## src/rtl/rvd_pkg.sv

```systemverilog
// Shared types and constants for the RV32IM instruction decoder.
package rvd_pkg;

    localparam int unsigned TABLE_LEN = 48;

    // Encoding formats as reported on the result port
    typedef enum logic [2:0] {
        FMT_R    = 3'd0,
        FMT_I    = 3'd1,
        FMT_S    = 3'd2,
        FMT_B    = 3'd3,
        FMT_U    = 3'd4,
        FMT_J    = 3'd5,
        FMT_NONE = 3'd6
    } t_fmt;

    // Instruction table positions, in table order
    typedef enum logic [5:0] {
        IDX_LUI, IDX_AUIPC, IDX_JAL, IDX_JALR,
        IDX_BEQ, IDX_BNE, IDX_BLT, IDX_BGE, IDX_BLTU, IDX_BGEU,
        IDX_LB, IDX_LH, IDX_LW, IDX_LBU, IDX_LHU,
        IDX_SB, IDX_SH, IDX_SW,
        IDX_ADDI, IDX_SLTI, IDX_SLTIU, IDX_XORI, IDX_ORI, IDX_ANDI,
        IDX_SLLI, IDX_SRLI, IDX_SRAI,
        IDX_ADD, IDX_SUB, IDX_SLL, IDX_SLT, IDX_SLTU, IDX_XOR,
        IDX_SRL, IDX_SRA, IDX_OR, IDX_AND,
        IDX_FENCE, IDX_ECALL, IDX_EBREAK,
        IDX_MUL, IDX_MULH, IDX_MULHSU, IDX_MULHU,
        IDX_DIV, IDX_DIVU, IDX_REM, IDX_REMU
    } t_instr_idx;

    // Major opcodes
    localparam logic [6:0] OPC_LUI      = 7'b0110111;
    localparam logic [6:0] OPC_AUIPC    = 7'b0010111;
    localparam logic [6:0] OPC_JAL      = 7'b1101111;
    localparam logic [6:0] OPC_JALR     = 7'b1100111;
    localparam logic [6:0] OPC_BRANCH   = 7'b1100011;
    localparam logic [6:0] OPC_LOAD     = 7'b0000011;
    localparam logic [6:0] OPC_STORE    = 7'b0100011;
    localparam logic [6:0] OPC_OPIMM    = 7'b0010011;
    localparam logic [6:0] OPC_OP       = 7'b0110011;
    localparam logic [6:0] OPC_MISC_MEM = 7'b0001111;
    localparam logic [6:0] OPC_SYSTEM   = 7'b1110011;

    // funct3 codes
    localparam logic [2:0] F3_JALR  = 3'd0;
    localparam logic [2:0] F3_FENCE = 3'd0;
    localparam logic [2:0] F3_BEQ   = 3'd0;
    localparam logic [2:0] F3_BNE   = 3'd1;
    localparam logic [2:0] F3_BLT   = 3'd4;
    localparam logic [2:0] F3_BGE   = 3'd5;
    localparam logic [2:0] F3_BLTU  = 3'd6;
    localparam logic [2:0] F3_BGEU  = 3'd7;
    localparam logic [2:0] F3_LB    = 3'd0;
    localparam logic [2:0] F3_LH    = 3'd1;
    localparam logic [2:0] F3_LW    = 3'd2;
    localparam logic [2:0] F3_LBU   = 3'd4;
    localparam logic [2:0] F3_LHU   = 3'd5;
    localparam logic [2:0] F3_SB    = 3'd0;
    localparam logic [2:0] F3_SH    = 3'd1;
    localparam logic [2:0] F3_SW    = 3'd2;
    localparam logic [2:0] F3_ADD   = 3'd0;
    localparam logic [2:0] F3_SLL   = 3'd1;
    localparam logic [2:0] F3_SLT   = 3'd2;
    localparam logic [2:0] F3_SLTU  = 3'd3;
    localparam logic [2:0] F3_XOR   = 3'd4;
    localparam logic [2:0] F3_SR    = 3'd5;
    localparam logic [2:0] F3_OR    = 3'd6;
    localparam logic [2:0] F3_AND   = 3'd7;
    localparam logic [2:0] F3_MUL    = 3'd0;
    localparam logic [2:0] F3_MULH   = 3'd1;
    localparam logic [2:0] F3_MULHSU = 3'd2;
    localparam logic [2:0] F3_MULHU  = 3'd3;
    localparam logic [2:0] F3_DIV    = 3'd4;
    localparam logic [2:0] F3_DIVU   = 3'd5;
    localparam logic [2:0] F3_REM    = 3'd6;
    localparam logic [2:0] F3_REMU   = 3'd7;

    // funct7 codes
    localparam logic [6:0] F7_BASE   = 7'b0000000;
    localparam logic [6:0] F7_ALT    = 7'b0100000;
    localparam logic [6:0] F7_MULDIV = 7'b0000001;

    // SYSTEM imm[11:0] codes
    localparam logic [11:0] SYS_ECALL  = 12'h000;
    localparam logic [11:0] SYS_EBREAK = 12'h001;

    // Sign-fill masks for the immediate formats
    localparam logic [31:0] SEXT_12 = 32'hFFFFF800;
    localparam logic [31:0] SEXT_13 = 32'hFFFFF000;
    localparam logic [31:0] SEXT_21 = 32'hFFF00000;
    localparam logic [31:0] UPPER_MASK = 32'hFFFFF000;

    typedef struct packed {
        logic       valid;
        t_instr_idx idx;
        t_fmt       fmt;
    } t_match;

    function automatic t_match match_of(input t_instr_idx idx, input t_fmt fmt);
        t_match m;
        m.valid = 1'b1;
        m.idx   = idx;
        m.fmt   = fmt;
        return m;
    endfunction

endpackage

```

## src/rtl/rvd_match.sv

```systemverilog
// Table match: instruction index and format from opcode, funct3, funct7 and imm[11:0].
module rvd_match (
    input  logic [31:0]          i_word,
    output rvd_pkg::t_match      o_match
);

    logic [6:0]  opc;
    logic [2:0]  f3;
    logic [6:0]  f7;
    logic [11:0] imm12;

    assign opc   = i_word[6:0];
    assign f3    = i_word[14:12];
    assign f7    = i_word[31:25];
    assign imm12 = i_word[31:20];

    always_comb begin
        o_match.valid = 1'b0;
        o_match.idx   = rvd_pkg::IDX_LUI;
        o_match.fmt   = rvd_pkg::FMT_NONE;
        case (opc)
            rvd_pkg::OPC_LUI: begin
                o_match = rvd_pkg::match_of(rvd_pkg::IDX_LUI, rvd_pkg::FMT_U);
            end
            rvd_pkg::OPC_AUIPC: begin
                o_match = rvd_pkg::match_of(rvd_pkg::IDX_AUIPC, rvd_pkg::FMT_U);
            end
            rvd_pkg::OPC_JAL: begin
                o_match = rvd_pkg::match_of(rvd_pkg::IDX_JAL, rvd_pkg::FMT_J);
            end
            rvd_pkg::OPC_JALR: begin
                if (f3 == rvd_pkg::F3_JALR)
                    o_match = rvd_pkg::match_of(rvd_pkg::IDX_JALR, rvd_pkg::FMT_I);
            end
            rvd_pkg::OPC_BRANCH: begin
                case (f3)
                    rvd_pkg::F3_BEQ:  o_match = rvd_pkg::match_of(rvd_pkg::IDX_BEQ, rvd_pkg::FMT_B);
                    rvd_pkg::F3_BNE:  o_match = rvd_pkg::match_of(rvd_pkg::IDX_BNE, rvd_pkg::FMT_B);
                    rvd_pkg::F3_BLT:  o_match = rvd_pkg::match_of(rvd_pkg::IDX_BLT, rvd_pkg::FMT_B);
                    rvd_pkg::F3_BGE:  o_match = rvd_pkg::match_of(rvd_pkg::IDX_BGE, rvd_pkg::FMT_B);
                    rvd_pkg::F3_BLTU: o_match = rvd_pkg::match_of(rvd_pkg::IDX_BLTU, rvd_pkg::FMT_B);
                    rvd_pkg::F3_BGEU: o_match = rvd_pkg::match_of(rvd_pkg::IDX_BGEU, rvd_pkg::FMT_B);
                    default: ;
                endcase
            end
            rvd_pkg::OPC_LOAD: begin
                case (f3)
                    rvd_pkg::F3_LB:  o_match = rvd_pkg::match_of(rvd_pkg::IDX_LB, rvd_pkg::FMT_I);
                    rvd_pkg::F3_LH:  o_match = rvd_pkg::match_of(rvd_pkg::IDX_LH, rvd_pkg::FMT_I);
                    rvd_pkg::F3_LW:  o_match = rvd_pkg::match_of(rvd_pkg::IDX_LW, rvd_pkg::FMT_I);
                    rvd_pkg::F3_LBU: o_match = rvd_pkg::match_of(rvd_pkg::IDX_LBU, rvd_pkg::FMT_I);
                    rvd_pkg::F3_LHU: o_match = rvd_pkg::match_of(rvd_pkg::IDX_LHU, rvd_pkg::FMT_I);
                    default: ;
                endcase
            end
            rvd_pkg::OPC_STORE: begin
                case (f3)
                    rvd_pkg::F3_SB: o_match = rvd_pkg::match_of(rvd_pkg::IDX_SB, rvd_pkg::FMT_S);
                    rvd_pkg::F3_SH: o_match = rvd_pkg::match_of(rvd_pkg::IDX_SH, rvd_pkg::FMT_S);
                    rvd_pkg::F3_SW: o_match = rvd_pkg::match_of(rvd_pkg::IDX_SW, rvd_pkg::FMT_S);
                    default: ;
                endcase
            end
            rvd_pkg::OPC_OPIMM: begin
                case (f3)
                    rvd_pkg::F3_ADD:  o_match = rvd_pkg::match_of(rvd_pkg::IDX_ADDI, rvd_pkg::FMT_I);
                    rvd_pkg::F3_SLT:  o_match = rvd_pkg::match_of(rvd_pkg::IDX_SLTI, rvd_pkg::FMT_I);
                    rvd_pkg::F3_SLTU: o_match = rvd_pkg::match_of(rvd_pkg::IDX_SLTIU, rvd_pkg::FMT_I);
                    rvd_pkg::F3_XOR:  o_match = rvd_pkg::match_of(rvd_pkg::IDX_XORI, rvd_pkg::FMT_I);
                    rvd_pkg::F3_OR:   o_match = rvd_pkg::match_of(rvd_pkg::IDX_ORI, rvd_pkg::FMT_I);
                    rvd_pkg::F3_AND:  o_match = rvd_pkg::match_of(rvd_pkg::IDX_ANDI, rvd_pkg::FMT_I);
                    rvd_pkg::F3_SLL:  o_match = rvd_pkg::match_of(rvd_pkg::IDX_SLLI, rvd_pkg::FMT_I);
                    rvd_pkg::F3_SR: begin
                        // right shifts also need funct7; slli does not
                        if (f7 == rvd_pkg::F7_BASE)
                            o_match = rvd_pkg::match_of(rvd_pkg::IDX_SRLI, rvd_pkg::FMT_I);
                        else if (f7 == rvd_pkg::F7_ALT)
                            o_match = rvd_pkg::match_of(rvd_pkg::IDX_SRAI, rvd_pkg::FMT_I);
                    end
                    default: ;
                endcase
            end
            rvd_pkg::OPC_OP: begin
                if (f7 == rvd_pkg::F7_BASE) begin
                    case (f3)
                        rvd_pkg::F3_ADD:  o_match = rvd_pkg::match_of(rvd_pkg::IDX_ADD, rvd_pkg::FMT_R);
                        rvd_pkg::F3_SLL:  o_match = rvd_pkg::match_of(rvd_pkg::IDX_SLL, rvd_pkg::FMT_R);
                        rvd_pkg::F3_SLT:  o_match = rvd_pkg::match_of(rvd_pkg::IDX_SLT, rvd_pkg::FMT_R);
                        rvd_pkg::F3_SLTU: o_match = rvd_pkg::match_of(rvd_pkg::IDX_SLTU, rvd_pkg::FMT_R);
                        rvd_pkg::F3_XOR:  o_match = rvd_pkg::match_of(rvd_pkg::IDX_XOR, rvd_pkg::FMT_R);
                        rvd_pkg::F3_SR:   o_match = rvd_pkg::match_of(rvd_pkg::IDX_SRL, rvd_pkg::FMT_R);
                        rvd_pkg::F3_OR:   o_match = rvd_pkg::match_of(rvd_pkg::IDX_OR, rvd_pkg::FMT_R);
                        rvd_pkg::F3_AND:  o_match = rvd_pkg::match_of(rvd_pkg::IDX_AND, rvd_pkg::FMT_R);
                        default: ;
                    endcase
                end else if (f7 == rvd_pkg::F7_ALT) begin
                    case (f3)
                        rvd_pkg::F3_ADD: o_match = rvd_pkg::match_of(rvd_pkg::IDX_SUB, rvd_pkg::FMT_R);
                        rvd_pkg::F3_SR:  o_match = rvd_pkg::match_of(rvd_pkg::IDX_SRA, rvd_pkg::FMT_R);
                        default: ;
                    endcase
                end else if (f7 == rvd_pkg::F7_MULDIV) begin
                    case (f3)
                        rvd_pkg::F3_MUL:    o_match = rvd_pkg::match_of(rvd_pkg::IDX_MUL, rvd_pkg::FMT_R);
                        rvd_pkg::F3_MULH:   o_match = rvd_pkg::match_of(rvd_pkg::IDX_MULH, rvd_pkg::FMT_R);
                        rvd_pkg::F3_MULHSU: o_match = rvd_pkg::match_of(rvd_pkg::IDX_MULHSU, rvd_pkg::FMT_R);
                        rvd_pkg::F3_MULHU:  o_match = rvd_pkg::match_of(rvd_pkg::IDX_MULHU, rvd_pkg::FMT_R);
                        rvd_pkg::F3_DIV:    o_match = rvd_pkg::match_of(rvd_pkg::IDX_DIV, rvd_pkg::FMT_R);
                        rvd_pkg::F3_DIVU:   o_match = rvd_pkg::match_of(rvd_pkg::IDX_DIVU, rvd_pkg::FMT_R);
                        rvd_pkg::F3_REM:    o_match = rvd_pkg::match_of(rvd_pkg::IDX_REM, rvd_pkg::FMT_R);
                        rvd_pkg::F3_REMU:   o_match = rvd_pkg::match_of(rvd_pkg::IDX_REMU, rvd_pkg::FMT_R);
                        default: ;
                    endcase
                end
            end
            rvd_pkg::OPC_MISC_MEM: begin
                if (f3 == rvd_pkg::F3_FENCE)
                    o_match = rvd_pkg::match_of(rvd_pkg::IDX_FENCE, rvd_pkg::FMT_I);
            end
            rvd_pkg::OPC_SYSTEM: begin
                // funct3, rd and rs1 are ignored here
                if (imm12 == rvd_pkg::SYS_ECALL)
                    o_match = rvd_pkg::match_of(rvd_pkg::IDX_ECALL, rvd_pkg::FMT_I);
                else if (imm12 == rvd_pkg::SYS_EBREAK)
                    o_match = rvd_pkg::match_of(rvd_pkg::IDX_EBREAK, rvd_pkg::FMT_I);
            end
            default: ;
        endcase
    end

endmodule

```

## src/rtl/rvd_imm.sv

```systemverilog
// Immediate assembly and sign extension for the I, S, B, U and J formats.
module rvd_imm (
    input  logic [31:0]   i_word,
    input  rvd_pkg::t_fmt i_fmt,
    output logic [31:0]   o_imm
);

    logic neg;

    assign neg = i_word[31];

    always_comb begin
        case (i_fmt)
            rvd_pkg::FMT_I: begin
                o_imm = (neg ? rvd_pkg::SEXT_12 : 32'd0) | {21'd0, i_word[30:20]};
            end
            rvd_pkg::FMT_S: begin
                o_imm = (neg ? rvd_pkg::SEXT_12 : 32'd0)
                      | {21'd0, i_word[30:25], i_word[11:7]};
            end
            rvd_pkg::FMT_B: begin
                o_imm = (neg ? rvd_pkg::SEXT_13 : 32'd0)
                      | {20'd0, i_word[7], i_word[30:25], i_word[11:8], 1'b0};
            end
            rvd_pkg::FMT_U: begin
                o_imm = i_word & rvd_pkg::UPPER_MASK;
            end
            rvd_pkg::FMT_J: begin
                o_imm = (neg ? rvd_pkg::SEXT_21 : 32'd0)
                      | {12'd0, i_word[19:12], i_word[20], i_word[30:21], 1'b0};
            end
            default: begin
                // R format and unknown words carry no immediate
                o_imm = 32'd0;
            end
        endcase
    end

endmodule

```

## src/rtl/rv32im_instruction_decoder.sv

```systemverilog
// Top level of the RV32IM instruction decoder: input register, decode, result register.
//
// Decodes one 32-bit RV32IM instruction word per request. A request is taken on
// any clock edge where start is high; busy is never raised, so a new word may be
// issued every cycle. The word is captured in the input register, then passes through
// the table match and immediate logic into the result register, and the result is
// marked by o_strobe for exactly one cycle; results come
// out in request order and cannot be stalled. A word that matches no table entry
// gives o_valid_res 0, o_instr_index 0, o_format_code 6 and o_immediate 0, while
// the raw register, opcode and funct fields are still reported.
module rv32im_instruction_decoder (
    input  logic               i_clk,
    input  logic               i_rst_n,
    input  logic               start,
    output logic               busy,
    input  logic [31:0]        i_instr_word,
    output logic               o_strobe,
    output logic               o_valid_res,
    output logic [5:0]         o_instr_index,
    output logic [2:0]         o_format_code,
    output logic [4:0]         o_rd,
    output logic [4:0]         o_rs1,
    output logic [4:0]         o_rs2,
    output logic [6:0]         o_major_opcode,
    output logic [2:0]         o_func3,
    output logic [6:0]         o_func7,
    output logic signed [31:0] o_immediate
);

    logic            r_word_vld;
    logic [31:0]     r_word;
    rvd_pkg::t_match dec_match;
    logic [31:0]     dec_imm;

    logic            r_strobe;
    logic            r_valid_res;
    logic [5:0]      r_instr_index;
    logic [2:0]      r_format_code;
    logic [31:0]     r_res_word;
    logic [31:0]     r_immediate;

    assign busy = 1'b0;

    rvd_match u_match (
        .i_word  (r_word),
        .o_match (dec_match)
    );

    rvd_imm u_imm (
        .i_word (r_word),
        .i_fmt  (dec_match.fmt),
        .o_imm  (dec_imm)
    );

    // Input stage
    always_ff @(posedge i_clk) begin
        if (!i_rst_n) begin
            r_word_vld <= 1'b0;
        end else begin
            r_word_vld <= start && !busy;
        end
        if (start && !busy)
            r_word <= i_instr_word;
    end

    // Result stage
    always_ff @(posedge i_clk) begin
        if (!i_rst_n) begin
            r_strobe <= 1'b0;
        end else begin
            r_strobe <= r_word_vld;
        end
        if (r_word_vld) begin
            r_valid_res   <= dec_match.valid;
            r_instr_index <= dec_match.idx;
            r_format_code <= dec_match.fmt;
            r_res_word    <= r_word;
            r_immediate   <= dec_imm;
        end
    end

    assign o_strobe       = r_strobe;
    assign o_valid_res    = r_valid_res;
    assign o_instr_index  = r_instr_index;
    assign o_format_code  = r_format_code;
    assign o_rd           = r_res_word[11:7];
    assign o_rs1          = r_res_word[19:15];
    assign o_rs2          = r_res_word[24:20];
    assign o_major_opcode = r_res_word[6:0];
    assign o_func3        = r_res_word[14:12];
    assign o_func7        = r_res_word[31:25];
    assign o_immediate    = $signed(r_immediate);

    // A result strobe follows its request through the input and result registers
    a_strobe_latency: assert property (@(posedge i_clk) disable iff (!i_rst_n)
        o_strobe |-> $past(start, 2))
        else $error("result strobe without a request two cycles earlier");

    // Unknown words report format none, index zero and no immediate
    a_invalid_fields: assert property (@(posedge i_clk) disable iff (!i_rst_n)
        (o_strobe && !o_valid_res) |->
            (o_format_code == rvd_pkg::FMT_NONE && o_instr_index == 6'd0
             && o_immediate == 32'sd0))
        else $error("invalid result with non-default fields");

    // A matched word never reports format none and stays inside the table
    a_valid_fields: assert property (@(posedge i_clk) disable iff (!i_rst_n)
        (o_strobe && o_valid_res) |->
            (o_format_code != rvd_pkg::FMT_NONE
             && o_instr_index < 6'(rvd_pkg::TABLE_LEN)))
        else $error("valid result with bad format or index");

    // R-type carries no immediate
    a_rtype_imm: assert property (@(posedge i_clk) disable iff (!i_rst_n)
        (o_strobe && o_format_code == rvd_pkg::FMT_R) |-> (o_immediate == 32'sd0))
        else $error("R-type result with nonzero immediate");

    // U-type immediate has its low twelve bits clear
    a_utype_imm: assert property (@(posedge i_clk) disable iff (!i_rst_n)
        (o_strobe && o_format_code == rvd_pkg::FMT_U) |-> (o_immediate[11:0] == 12'd0))
        else $error("U-type immediate with low bits set");

endmodule
```

## config.mk

```make
export PLATFORM = sky130hd
export DESIGN_NAME = rv32im_instruction_decoder
export DESIGN_NICKNAME = d
export VERILOG_FILES = /design/src/rtl/rvd_pkg.sv /design/src/rtl/rvd_match.sv /design/src/rtl/rvd_imm.sv /design/src/rtl/rv32im_instruction_decoder.sv
export SDC_FILE = /design/constraint.sdc
export NUM_CORES = 1
export LEC_CHECK = 0
export BUFFER_PORTS_ARGS = -buffer_cell sky130_fd_sc_hd__buf_2
export CAP_MARGIN = 0
export CORE_AREA = 2 2 103 105
export DETAILED_ROUTE_END_ITERATION = 16
export DIE_AREA = 0 0 105 107
export MAX_ROUTING_LAYER = met4
export PLACE_DENSITY = 0.73
export SLEW_MARGIN = 0
export SYNTH_ARGS = -nofsm -noshare
export SYNTH_HDL_FRONTEND = slang
export SYNTH_HIERARCHICAL = 1
export SYNTH_SLANG_ARGS = --single-unit
export TNS_END_PERCENT = 50
```

## constraint.sdc

```tcl
create_clock -name i_clk -period 4.4 [get_ports i_clk]
set_input_delay 0.88 -clock i_clk [delete_from_list [all_inputs] [get_ports i_clk]]
set_output_delay 0.88 -clock i_clk [all_outputs]
set_load 0.03 [all_outputs]
```

==> Word level (Yosys, flattened, before mapping) <==
Memories as Yosys holds them, arrays and structs flattened. A register that Yosys moved wholly into a read port is not among the register bits.
Index checks and enable logic that the tools add are counted.
{ "totals": {"latchBits": 0, "rom_bits": 72, "reg_bits": 108, "out_inout_bits": 76, "input_bits": 35, "word_cells": 64, "n_memories": 2, "ram_bits": 0} }
{ "mem_list": {"columns": ["name", "depth", "width", "read_ports", "rd_clocked_by_memory_dff", "write_ports", "line", "text"], "rows": [
  ["(name not given)", 8, 6, 1, 1, 0, "rvd_match.sv:85", "case (f3)"],
  ["(name not given)", 8, 3, 1, 1, 0, "rvd_match.sv:103", "case (f3)"]
]} }
{ "classes": {"div_mod_pow": 0, "n_addsub": 0, "mul": 0, "bitwise_logic": 4, "n_eq_ne": 26, "shift": 0, "n_mux": 21, "n_reduce_logical": 3, "magnitude_cmp": 0} }
{ "ops": {"columns": ["cell", "n"], "rows": [
  ["case mux 32 bit (5 select lines)", 1],
  ["case mux 10 bit (11 select lines)", 1],
  ["2-to-1 mux 32 bit", 3],
  ["2-to-1 mux 10 bit", 9],
  ["case mux 10 bit (8 select lines)", 1],
  ["OR 32 x 11 -> 32 bit", 2],
  ["case mux 10 bit (6 select lines)", 1],
  ["case mux 10 bit (5 select lines)", 1],
  ["OR 32 x 12 -> 32 bit", 1],
  ["OR 32 x 20 -> 32 bit", 1],
  ["case mux 10 bit (3 select lines)", 1],
  ["equality test 7 x 6 -> 1 bit (second input constant)", 4],
  ["equality test 7 bit (second input constant)", 4],
  ["case mux 10 bit (2 select lines)", 1],
  ["equality test 3 bit (second input constant)", 6],
  ["equality test 7 x 5 -> 1 bit (second input constant)", 2],
  ["equality test 12 x 1 -> 1 bit (second input constant)", 1],
  ["equality test 3 x 2 -> 1 bit (second input constant)", 4],
  ["zero test 12 bit", 1],
  ["equality test 7 x 1 -> 1 bit (second input constant)", 1],
  ["equality test 7 x 2 -> 1 bit (second input constant)", 1],
  ["equality test 7 x 4 -> 1 bit (second input constant)", 1],
  ["zero test 7 bit", 1],
  ["equality test 3 x 1 -> 1 bit (second input constant)", 2],
  ["other kinds (2)", 3]
]} }

==> Depth between registers and ports, before layout <==
Gate-level depths: netlist (run 1).
{ "depth": {"depth_word": 7, "mapped_depth": 12, "depth_no_buf": 9} }

==> Modules after synthesis <==
Netlist (run 1), hierarchy kept.
{ "by_module_without_submodules": {"columns": ["module", "instances", "area_each_um2", "cells_each", "seq_area_each_um2"], "rows": [
  ["rv32im_instruction_decoder", 1, 3246.9, 112, 3223.1],
  ["rvd_match", 1, 1151.1, 174, 0.0],
  ["rvd_imm", 1, 529.3, 70, 0.0]
]} }

==> Least setup slack after synthesis (run 1) <==
Ideal clock, no wire load.
{ "synth_path": {"kind": "reg-to-reg", "startpoint": "reg r_word[12]", "endpoint": "reg r_immediate[20], in the netlist o_immediate[20], data pin", "n_path_buf": 3, "setup_slack_ns": 1.699, "path_stages_with_launch": 13, "t_arrival_ns": 2.434, "cell_sequence": "edfxtp_1 inv_1 ha_1 clkbuf_1 mux2_2 a211oi_1 o21ai_0 a21oi_1 nand3_1 buf_4 nand3b_1 buf_2 o211ai_1"} }
{ "synth_rtl": {"columns": ["element", "line", "text"], "rows": [
  ["start: declaration", "rv32im_instruction_decoder.sv:31", "logic [31:0] r_word;"],
  ["start signal: assignment", "rv32im_instruction_decoder.sv:63", "r_word <= i_instr_word;"],
  ["end signal: assignment", "rv32im_instruction_decoder.sv:78", "r_immediate <= dec_imm;"],
  ["end: declaration", "rv32im_instruction_decoder.sv:40", "logic [31:0] r_immediate;"]
]} }

==> results.md, run 1 <==
Logic synthesis:
- The synthesized area divided by synthesized cell count is 13.8 sq um.
- For this run, the number of Yosys warnings is 6.
- Synthesis produced a netlist with a net count of 398.
- The cell area after technology mapping is 4930 sq um.
- The number of distinct library cells after synthesis is 69.
- Ranked by instance count, the synthesized netlist is headed by edfxtp_1 (106), nor2_1 (20), nand2_1 (16), nand3b_1 (16), a21oi_1 (15).
- The number of enable-type register cells in the synthesized netlist is 106.
- The synthesized instance count is 356.
- The async set or reset register ratio after synthesis is 0.
- The post-synthesis sequential element count is 108.
- The most instantiated library cell after synthesis is edfxtp_1.
- Among all flip-flop cells after synthesis, the most frequent one is edfxtp_1.
- The largest total area in the synthesized netlist belongs to edfxtp_1.
- The top cell type's share of synthesized area is 0.646.
- Ranked by total cell area, the synthesized netlist is headed by edfxtp_1 (65%), nand3b_1 (2.4%), o211ai_1 (2.1%).
- The share of the Yosys chip area taken by registers is 0.654.

Clock tree:
- The H-tree was split into 3 levels.
- The clock-pin slew reported for the worst setup and hold paths after clock tree synthesis is 0.10 ns.
- The post-CTS setup repair buffer count is 0.
- The clock passes through at most 2 buffers.
- In this run, post-CTS hold repair placed 0 buffers.
- The clock drives 108 sinks.
- TritonCTS built the clock tree.
- The insertion delay to the later sink of the worst-skew pair is 0.38 ns.
- Gates resized during post-CTS repair numbered 0.
- The cell at the root of the clock tree is clkbuf_8.
- The number of buffers created by CTS is 9.

Global routing:
- The number of antenna violations at the first check in global routing came to 0.
- In the global route stage, overall resource usage came out at 0.208.
- Summed over all layers, the global routing overflow is 0.
- The first global-routing pass estimated 17,400 microns of wire.
- The pin count of the biggest net entering global routing is 76.
- The via count of the first global-routing pass is 3,248.

Pwr:
- Of the total power, registers draw 0.581.
- The ratio of total power to cell area is 387 nW/um^2.
- The leakage power of the design is 2.06 nW.
- Of the total power, the share spent switching nets is 0.286.
- The share of total power dissipated in combinational logic is 0.134.
- In this run the power spent charging and discharging nets is 0.000634 W.
- The clock network fraction of design power is 0.285.
- The worst IR drop on VDD is 0.194 mV.
- The internal power of the cells totals 0.00159 W.

Drt:
- The via density per instance is 5.71.
- Wires add up to 11,300 microns.
- The first detailed-routing pass ran for 4 iterations.
- After detailed routing, the number of remaining DRC violations is 0.
- The number of vias in the routed layout is 3,404.
- The routed wirelength normalized by instance count is 19.0 microns.
- The count of nets left with antenna violations once routing finished came out at 0.
- The DRC violation total after the first TritonRoute iteration is 255.

Floorplanning:
- The width of the chip is 105 microns.
- The height of the die is 107 microns.
- The initial core utilization is 0.488.
- In this run the count of I/O pins placed on the die edge is 111.
- The area of the core is 10,100 sq um.
- The cell row count is 37.
- The die covers 11,200 sq um.

Critical path:
- The gate family responsible for the most delay along the worst path is simple AND/OR/NAND/NOR gates.
- The number of buffers and inverters on the critical path is 1.
- Walking the worst path, the cells encountered are inv_1 -> ha_1 -> or2_2 -> a211oi_1 -> o21ai_0 -> a21oi_1 -> nand3_1 -> nand3b_1 -> o211ai_1.
- The startpoint-to-endpoint class of the critical path is register to register.
- The largest incremental delay on the critical path is 0.62 ns.
- The largest driver fanout on the critical path is 23.
- The cell at the slowest stage of the critical path is nand3b_1.
- At the worst endpoint, the arrival time is 3.89 ns.
- STA classifies the critical path startpoint as a register.
- STA puts the critical path data required time at 4.49 ns.
- The worst setup path is captured at a register.

Min path:
- In this run the worst hold path is classified as register to register.

STA:
- The shortest period the worst path allows is 3.79 ns.
- The worst pin sits at a relative slew slack of 0.369.
- The max-slew violation total from the final report is 0.
- The final count of hold timing violations is 0.
- Derived from the worst setup path, the maximum achievable clock frequency is 264 MHz.
- The worst clock skew on the final layout is 0.0164 ns.
- The aggregate negative setup slack is 0 ns.
- The tightest hold path in the finished design has a slack of 0.461 ns.
- Setup violations remaining at the end of the flow were counted as 0.
- Setup repair after global routing left no endpoint under its margin.
- The post-route fraction of the period consumed by the critical path is 0.862.
- The slew at the pin closest to its max-slew limit is 0.947 ns.

Final layout:
- The area growth from synthesis to layout is 16.4%.
- Of the cells placed in the final design, the portion with a size suffix greater than 1 is 0.320.
- After routing the design area is 5730 sq um.
- In the final layout, the multi-input gates occupy 1540 sq um.
- The flip-flop and latch area is 3230 sq um.
- At the end of the flow, the number of nets in the layout was 497.
- The number of antenna diodes in the final layout is 0.
- The filler cells instantiated in the layout total 877.

Place:
- The post-detailed-placement cell area is 5520 sq um.
- At the end of routability-driven placement, the weighted congestion stood at 0.936.
- Once detailed placement completed, the half-perimeter wirelength came to 7740 microns.
- The count of input and output buffers is 109.

Outcome:
- The flow ran to the end, and the final reports show no timing, DRC or antenna violations.

Run:
- Max-cap violations in this run came to 0.
-- per-layer routing --
| metal | routed length (microns) | share of wire | global-route usage | up-vias |
|---|---|---|---|---|
| li1 | - | - | - | 1596 |
| met1 | 4890 | 0.43 | 0.278 | 1646 |
| met2 | 5430 | 0.48 | 0.313 | 139 |
| met3 | 715 | 0.063 | 0.0407 | 23 |
| met4 | 293 | 0.026 | 0.0924 | 0 |
| met5 | 0 | 0 | - | - |
-- final cells by class --
| class | instances | share of cell area |
|---|---|---|
| Clock buffer | 10 | 0.0223 |
| Tap cell | 136 | 0.0297 |
| Clock inverter | 6 | 0.0144 |
| Inverter | 7 | 0.00458 |
| Timing Repair Buffer | 111 | 0.0978 |
| Sequential cell | 108 | 0.563 |
| Multi-Input combinational cell | 218 | 0.269 |
-- per-stage QoR --
stage | utilization | total power [W] | setup WS, ns | instances
2_1_floorplan | - | 0.00151 | 1.70 | 356
3_3_place_gp | 0.547 | 0.00161 | 0.709 | 580
3_5_place_dp | 0.547 | 0.00161 | 0.596 | 580
4_1_cts | 0.568 | 0.00224 | 0.601 | 596
5_1_grt | 0.568 | 0.00230 | 0.186 | 596
6_report | 0.568 | 0.00222 | 0.607 | 596
-- worst reg2reg max path, cell delays in order (launching register included) --
cell and delay, ns:
edfxtp_1 0.58, inv_1 0.20, ha_1 0.34, or2_2 0.35
a211oi_1 0.36, o21ai_0 0.19, a21oi_1 0.17, nand3_1 0.54
nand3b_1 0.63, o211ai_1 0.17
-- cell usage in the layout (no fill, tap or decap), types with 8 or more instances in the layout --
cell type and count:
nor2_1 20, a21oi_1 15, nand3_1 8, edfxtp_1 106
nand2_1 16, o21ai_0 9, nand3b_1 16, buf_2 109
o2bb2ai_1 9, clkbuf_8 9, o211ai_1 14
-- worst paths after layout --
path              start              end  slack [ns]  depth (start not counted)
min reg2reg  r_word[11]   r_res_word[11]        0.46                          0
max reg2reg  r_word[12]  o_immediate[26]        0.61                          9
min          r_word[11]   r_res_word[11]        0.46                          0
max          r_word[12]  o_immediate[26]        0.61                          9
-- cell families (layout without fill, tap and decap cells) --
kind of cell | after synthesis | in the layout | synth area share
compound gates | 90 | 90 | 0.137
fa+ha+maj | 7 | 7 | 0.0178
buf+inv | 30 | 134 | 0.0333
flops | 108 | 108 | 0.654
mux | 5 | 5 | 0.0107
other cells | 1 | 1 | 0.000761
simple gates | 115 | 115 | 0.146
-- registers in the layout, summed over array words and instances (netlist names) --
register	flops
o_immediate	32
o_format_code	3
o_instr_index	6
r_res_word	32
o_valid_res	1
r_word_vld	1
o_strobe	1
r_word	32
-- power by group through the flow --
stage,clock network (W),registers [W],logic (W)
finish,0.000634,0.00129,0.000297
global route,0.000681,0.00130,0.000318
CTS,0.000651,0.00129,0.000297
detailed placement,0,0.00131,0.000295
global placement,0,0.00131,0.000293
floorplan,0,0.00138,0.000124
(Power assumes the default switching activity.)
==> run 2, diff against run 1 <==
--- a/config.mk
+++ b/config.mk
@@ -7,11 +7,11 @@
 export LEC_CHECK = 0
 export BUFFER_PORTS_ARGS = -buffer_cell sky130_fd_sc_hd__buf_2
 export CAP_MARGIN = 0
-export CORE_AREA = 2 2 103 105
+export CORE_AREA = 2 2 101 103
 export DETAILED_ROUTE_END_ITERATION = 16
-export DIE_AREA = 0 0 105 107
+export DIE_AREA = 0 0 103 105
 export MAX_ROUTING_LAYER = met4
-export PLACE_DENSITY = 0.73
+export PLACE_DENSITY = 0.76
 export SLEW_MARGIN = 0
 export SYNTH_ARGS = -nofsm -noshare
 export SYNTH_HDL_FRONTEND = slang
==> results.md, run 2 (synthesized netlist as in run 1, its figures left out) <==
STA:
- The setup-violating endpoint count in the final report came to 0 (unchanged).
- The aggregate negative setup slack is 0 ns (unchanged).
- The least setup slack across all paths after layout is 0.592 ns (was 0.607 ns).
- The maximum clock frequency was 263 MHz (was 264 MHz).
- The final count of hold timing violations is 0 (unchanged).
- The worst clock skew on the final layout is 0.0123 ns (was 0.0164 ns).
- The post-route fraction of the period consumed by the critical path is 0.865 (was 0.862).
- The normalized max-slew margin is 0.347 (was 0.369).
- Setup repair after global routing missed its margin: no (unchanged).
- The slew at the pin closest to its max-slew limit is 0.980 ns (was 0.947 ns).
- The shortest period the worst path allows is 3.81 ns (was 3.79 ns).
- The max-slew violation total from the final report is 0 (unchanged).

Final layout:
- The final cell utilization of the core is 0.593 (was 0.568).
- The most frequent standard cell in the layout excluding fill and tap cells is buf_2 (unchanged).
- The post-synthesis to final-layout area growth is 16.0% (was 16.4%).
- The number of nets in the finished design is 498 (was 497).
- Commonest non-fill, non-tap cells in the layout: buf_2 (109), edfxtp_1 (106), nor2_1 (20) (unchanged).
- The number of filler cells placed in the layout is 803 (was 877).
- The summed area of non-filler cells in the final layout is 5720 sq um (was 5730 sq um).
- The share of post-route cells with drive strength above 1 came to 0.321 (was 0.320).
- The number of antenna cells inserted came to 0 (unchanged).

Floorplanning:
- The width of the chip is 103 microns (was 105 microns).
- The initial core utilization is 0.511 (was 0.488).
- The boundary pin count is 111 (unchanged).
- The die area is 10,800 sq um (was 11,200 sq um).
- The cell row count is 36 (was 37).
- The height of the die was 105 microns (was 107 microns).
- The area of the core came to 9640 sq um (was 10,100 sq um).

Critical path:
- The cell at the slowest stage of the critical path is nand3b_1 (unchanged).
- The startpoint class of the critical path is a register (unchanged).
- The largest incremental delay on the critical path was 0.65 ns (was 0.62 ns).
- The element type at the critical path end is a register (unchanged).
- The largest driver fanout on the critical path is 23 (unchanged).
- The startpoint-to-endpoint class of the critical path is register to register (unchanged).
- The gate family responsible for the most delay along the worst path is simple AND/OR/NAND/NOR gates (unchanged).
- Cells traversed along the worst timing path: inv_1 -> ha_1 -> or2_2 -> o21ai_0 -> a21oi_1 -> a31oi_1 -> nand3_1 -> nand3b_1 -> o211ai_1 (was inv_1 -> ha_1 -> or2_2 -> a211oi_1 -> o21ai_0 -> a21oi_1 -> nand3_1 -> nand3b_1 -> o211ai_1).
- The required time reported for the critical path endpoint was 4.48 ns (was 4.49 ns).
- The number of buffers and inverters on the critical path is 1 (unchanged).
- The arrival time of data at the critical path endpoint came to 3.89 ns (about the same).

Global routing:
- The via count of the first global-routing pass was 3,170 (was 3,248).
- The total congestion overflow is 0 (unchanged).
- The first-pass GRT wire length is 16,900 microns (was 17,400 microns).
- The pin count of the biggest net entering global routing came to 76 (unchanged).
- The number of antenna violations at the first check in global routing is 0 (unchanged).
- The total routing resource utilization after global routing is 0.210 (was 0.208).

Pwr:
- The total internal power came to 0.00153 W (was 0.00159 W).
- The portion of total power attributed to combinational logic is 0.139 (was 0.134).
- The portion of total power attributed to sequential cells is 0.597 (was 0.581).
- The worst IR drop on VDD is 0.282 mV (was 0.194 mV).
- The switching share of total power is 0.292 (was 0.286).
- The total power after layout is 0.00216 W (was 0.00222 W).
- The ratio of total power to cell area is 378 nW/um^2 (was 387 nW/um^2).
- The power dissipated by switching net loads was 0.000631 W (was 0.000634 W).
- The leakage power of the design is 2.05 nW (was 2.06 nW).
- The clock network fraction of design power is 0.264 (was 0.285).

Clock tree:
- The post-cts gate resize count was 0 (unchanged).
- The CTS tree was built (unchanged).
- The number of sinks driven by the clock tree is 108 (unchanged).
- The insertion delay to the later sink of the worst-skew pair was 0.36 ns (was 0.38 ns).
- The cell at the root of the clock tree is clkbuf_8 (unchanged).
- The maximum buffer depth of the clock tree is 2 (unchanged).
- The count of hold-fix buffers inserted at cts came to 0 (unchanged).
- The number of levels the H-tree was split into came to 3 (unchanged).
- The clock-pin slew reported for the worst setup and hold paths after clock tree synthesis is 0.10 ns (about the same).
- The post-CTS setup repair buffer count is 0 (unchanged).
- The number of buffers created by CTS was 9 (unchanged).

Drt:
- The residual antenna-violating net count after detailed routing was 0 (unchanged).
- The routed wirelength normalized by instance count is 18.8 microns (was 19.0 microns).
- The number of search-and-repair iterations in the first detailed-routing pass is 5 (was 4).
- The DRC violation total after the first TritonRoute iteration is 205 (was 255).
- The number of vias in the routed layout is 3,445 (was 3,404).
- The via density per instance is 5.80 (was 5.71).
- The final routed DRC violation total came to 0 (unchanged).
- The routed wire length was 11,100 microns (was 11,300 microns).

Place:
- The post-detailed-placement cell area came to 5530 sq um (was 5520 sq um).
- The count of input and output buffers is 109 (unchanged).
- The placer's final routability congestion estimate is 0.937 (was 0.936).
- The minimum setup slack after placement is 0.646 ns (was 0.596 ns).
- The placed wire-length estimate after detailed placement came to 7600 microns (was 7740 microns).

Min path:
- The type of the tightest min-delay check is register to register (unchanged).

Outcome:
- Status: complete, no violations (unchanged).

Run:
- The max-cap violation count is 0 (unchanged).
-- run 2: cell count changes in the layout (fill, tap and decap cells not counted) --
cell,before,now
bufinv_16,1,0
clkinv_4,1,3
buf_4,2,3
inv_6,1,0
-- run 2: metal layers --
layer,GRT usage,routed length [microns],vias up
met5,-,0,-
met4,0.0489,164,0
met3,0.0462,691,13
met2,0.323,5410,171
met1,0.289,4880,1672
li1,-,-,1589
-- run 2: final cells by class --
cell class | count | area [sq um] | area share
inverter | 7 | 26.3 | 0.00460
tap | 133 | 166 | 0.0291
timing repair buffer | 112 | 568 | 0.0994
clock buffer | 10 | 128 | 0.0223
clock inverter | 6 | 61.3 | 0.0107
sequential | 108 | 3230 | 0.564
multi-input combinational | 218 | 1540 | 0.269
-- run 2: final timing paths --
check        startpoint              end  slack [ns]  cells past startpoint
min reg2reg   r_word[9]    r_res_word[9]        0.47                      0
min           r_word[9]    r_res_word[9]        0.47                      0
max          r_word[13]  o_immediate[20]        0.59                      9
max reg2reg  r_word[13]  o_immediate[20]        0.59                      9
-- run 2: power by group through the flow --
stage | Combinational, W | Sequential, W | Clock (W)
2_1_floorplan | 0.000124 | 0.00138 | 0
3_3_place_gp | 0.000294 | 0.00131 | 0
3_5_place_dp | 0.000298 | 0.00131 | 0
4_1_cts | 0.000298 | 0.00129 | 0.000581
5_1_grt | 0.000319 | 0.00130 | 0.000624
6_report | 0.000300 | 0.00129 | 0.000571
-- run 2: through the flow --
| stage | hold slack [ns] | instances |
|---|---|---|
| 6_report | 0.468 | 594 |
| 5_1_grt | 0.486 | 594 |
| 4_1_cts | 0.468 | 594 |
| 3_5_place_dp | 0.438 | 578 |
| 3_3_place_gp | 0.430 | 578 |
| 2_1_floorplan | 0.427 | 356 |
==> run 3, diff against run 2 <==
==> constraint.sdc (replaced) <==
create_clock -name i_clk -period 4.4 [get_ports i_clk]
set_input_delay 0.22 -clock i_clk [delete_from_list [all_inputs] [get_ports i_clk]]
set_output_delay 0.22 -clock i_clk [all_outputs]
set_load 0.03 [all_outputs]
==> results.md, run 3 (synthesized netlist as in run 1, its figures left out) <==
STA:
- The worst clock skew on the final layout came to 0.0123 ns (about the same).
- The aggregate negative setup slack is 0 ns (unchanged).
- The max-slew violation total from the final report was 0 (unchanged).
- The maximum clock frequency was 263 MHz (about the same).
- The shortest period the worst path allows was 3.80 ns (was 3.81 ns).
- Setup repair after global routing missed its margin: no (unchanged).
- The worst-case hold slack is 0.0204 ns (was 0.468 ns).
- The final count of hold timing violations was 0 (unchanged).
- The normalized max-slew margin is 0.354 (was 0.347).
- The least setup slack across all paths after layout was 0.602 ns (was 0.592 ns).
- The slew at the pin closest to its max-slew limit is 0.969 ns (was 0.980 ns).
- The post-route fraction of the period consumed by the critical path is 0.863 (was 0.865).
- The setup-violating endpoint count in the final report is 0 (unchanged).

Pwr:
- The portion of total power attributed to sequential cells is 0.597 (about the same).
- The clock network fraction of design power is 0.264 (about the same).
- The leakage power of the design came to 2.06 nW (was 2.05 nW).
- The power dissipated by switching net loads came to 0.000630 W (was 0.000631 W).
- The portion of total power attributed to combinational logic is 0.139 (about the same).
- The worst IR drop on VDD was 0.281 mV (was 0.282 mV).
- The switching share of total power was 0.291 (was 0.292).
- The total internal power came to 0.00153 W (about the same).
- The ratio of total power to cell area is 377 nW/um^2 (was 378 nW/um^2).

Floorplanning:
- The area of the core was 9640 sq um (unchanged).
- The die area is 10,800 sq um (unchanged).
- The cell row count came to 36 (unchanged).
- The height of the die is 105 microns (unchanged).
- The boundary pin count is 111 (unchanged).
- The initial core utilization is 0.511 (unchanged).
- The width of the chip is 103 microns (unchanged).

Drt:
- The number of vias in the routed layout is 3,443 (was 3,445).
- The final routed DRC violation total was 0 (unchanged).
- The routed wirelength normalized by instance count was 18.7 microns (was 18.8 microns).
- The routed wire length was 11,100 microns (about the same).
- The residual antenna-violating net count after detailed routing is 0 (unchanged).
- The via density per instance is 5.78 (was 5.80).
- The number of search-and-repair iterations in the first detailed-routing pass is 5 (unchanged).
- The DRC violation total after the first TritonRoute iteration came to 233 (was 205).

Global routing:
- The number of antenna violations at the first check in global routing came to 0 (unchanged).
- The total routing resource utilization after global routing is 0.210 (unchanged).
- The total congestion overflow is 0 (unchanged).
- The first-pass GRT wire length is 16,900 microns (unchanged).
- The via count of the first global-routing pass is 3,170 (unchanged).
- The pin count of the biggest net entering global routing was 76 (unchanged).

Clock tree:
- The post-cts gate resize count is 0 (unchanged).
- The CTS tree is built (unchanged).
- The number of levels the H-tree was split into was 3 (unchanged).
- The number of sinks driven by the clock tree was 108 (unchanged).
- The maximum buffer depth of the clock tree is 2 (unchanged).
- The post-CTS setup repair buffer count is 0 (unchanged).
- The insertion delay to the later sink of the worst-skew pair is 0.36 ns (about the same).
- The number of buffers created by CTS is 9 (unchanged).
- The cell at the root of the clock tree is clkbuf_8 (unchanged).
- The clock-pin slew reported for the worst setup and hold paths after clock tree synthesis is 0.11 ns (was 0.10 ns).
- The count of hold-fix buffers inserted at cts came to 0 (unchanged).

Run:
- The max-cap violation count is 0 (unchanged).

Outcome:
- Status: complete, no violations (unchanged).

Min path:
- The cell depth of the worst min-delay path is 1 (was 0).
- The type of the tightest min-delay check is primary input to register (was register to register).

Place:
- The placed wire-length estimate after detailed placement was 7600 microns (unchanged).
- The minimum setup slack after placement is 0.646 ns (unchanged).
- The placer's final routability congestion estimate is 0.937 (unchanged).
- The number of placed cells counting well taps was 578 (unchanged).
- The count of input and output buffers is 109 (unchanged).

Critical path:
- The largest driver fanout on the critical path is 23 (unchanged).
- The arrival time of data at the critical path endpoint is 3.88 ns (was 3.89 ns).
- The startpoint class of the critical path is a register (unchanged).
- The required time reported for the critical path endpoint is 4.48 ns (about the same).
- The startpoint-to-endpoint class of the critical path was register to register (unchanged).
- The element type at the critical path end was a register (unchanged).
- The number of cells traversed by the worst register-to-register path is 9 (unchanged).

Final layout:
- The post-route non-filler standard cell count is 596 (was 594).
- Commonest non-fill, non-tap cells in the layout: buf_2 (109), edfxtp_1 (106), nor2_1 (20) (unchanged).
- The share of post-route cells with drive strength above 1 came to 0.320 (was 0.321).
- The number of antenna cells inserted is 0 (unchanged).
- The post-synthesis to final-layout area growth came to 16.4% (was 16.0%).
- The number of nets in the finished design is 500 (was 498).
- The most frequent standard cell in the layout excluding fill and tap cells was buf_2 (unchanged).
[run 3: area by class of cell]
| type | instances | area [sq um] |
|---|---|---|
| clock buffers | 10 | 128 |
| clock inverters | 6 | 61.3 |
| fillers | 799 | 3900 |
| inverters | 7 | 26.3 |
| multi-input cells | 218 | 1540 |
| flip-flops and latches | 108 | 3230 |
| well taps | 133 | 166 |
| repair buffers | 114 | 588 |
[run 3: critical path, stage by stage (launching register included)]
cell and delay, ns:
edfxtp_1 0.60, inv_1 0.19, ha_1 0.40, or2_2 0.41
o21ai_0 0.17, a21oi_1 0.10, a31oi_1 0.21, nand3_1 0.62
nand3b_1 0.65, o211ai_1 0.18
[run 3: per-stage QoR]
step           utilization  instance area, sq um  total power, W
3_3_place_gp         0.573                  5530         0.00161
4_1_cts              0.593                  5720         0.00217
5_1_grt              0.595                  5740         0.00225
6_report             0.595                  5740         0.00216
2_1_floorplan            -                  4930         0.00151
3_5_place_dp         0.573                  5530         0.00161
[run 3: power by group through the flow]
stage | combinational (W) | sequential, W | clock [W]
4_1_cts | 0.000298 | 0.00129 | 0.000581
5_1_grt | 0.000320 | 0.00130 | 0.000623
6_report | 0.000301 | 0.00129 | 0.000570
3_3_place_gp | 0.000294 | 0.00131 | 0
3_5_place_dp | 0.000298 | 0.00131 | 0
2_1_floorplan | 0.000124 | 0.00138 | 0
[run 3: path summary, 6_finish.rpt]
path	end	slack [ns]	start
max	o_immediate[20]	0.60	r_word[13]
min	r_word[5]	0.02	i_instr_word[5]
max reg2reg	o_immediate[20]	0.60	r_word[13]
min reg2reg	r_res_word[9]	0.47	r_word[9]
[run 3: layer usage]
| metal | global-route usage | wire (microns) | vias to the layer above | share of wire |
|---|---|---|---|---|
| li1 | - | - | 1597 | - |
| met1 | 0.289 | 4970 | 1686 | 0.45 |
| met2 | 0.323 | 5360 | 145 | 0.48 |
| met3 | 0.0462 | 616 | 15 | 0.055 |
| met4 | 0.0489 | 182 | 0 | 0.016 |
| met5 | - | 0 | - | 0 |
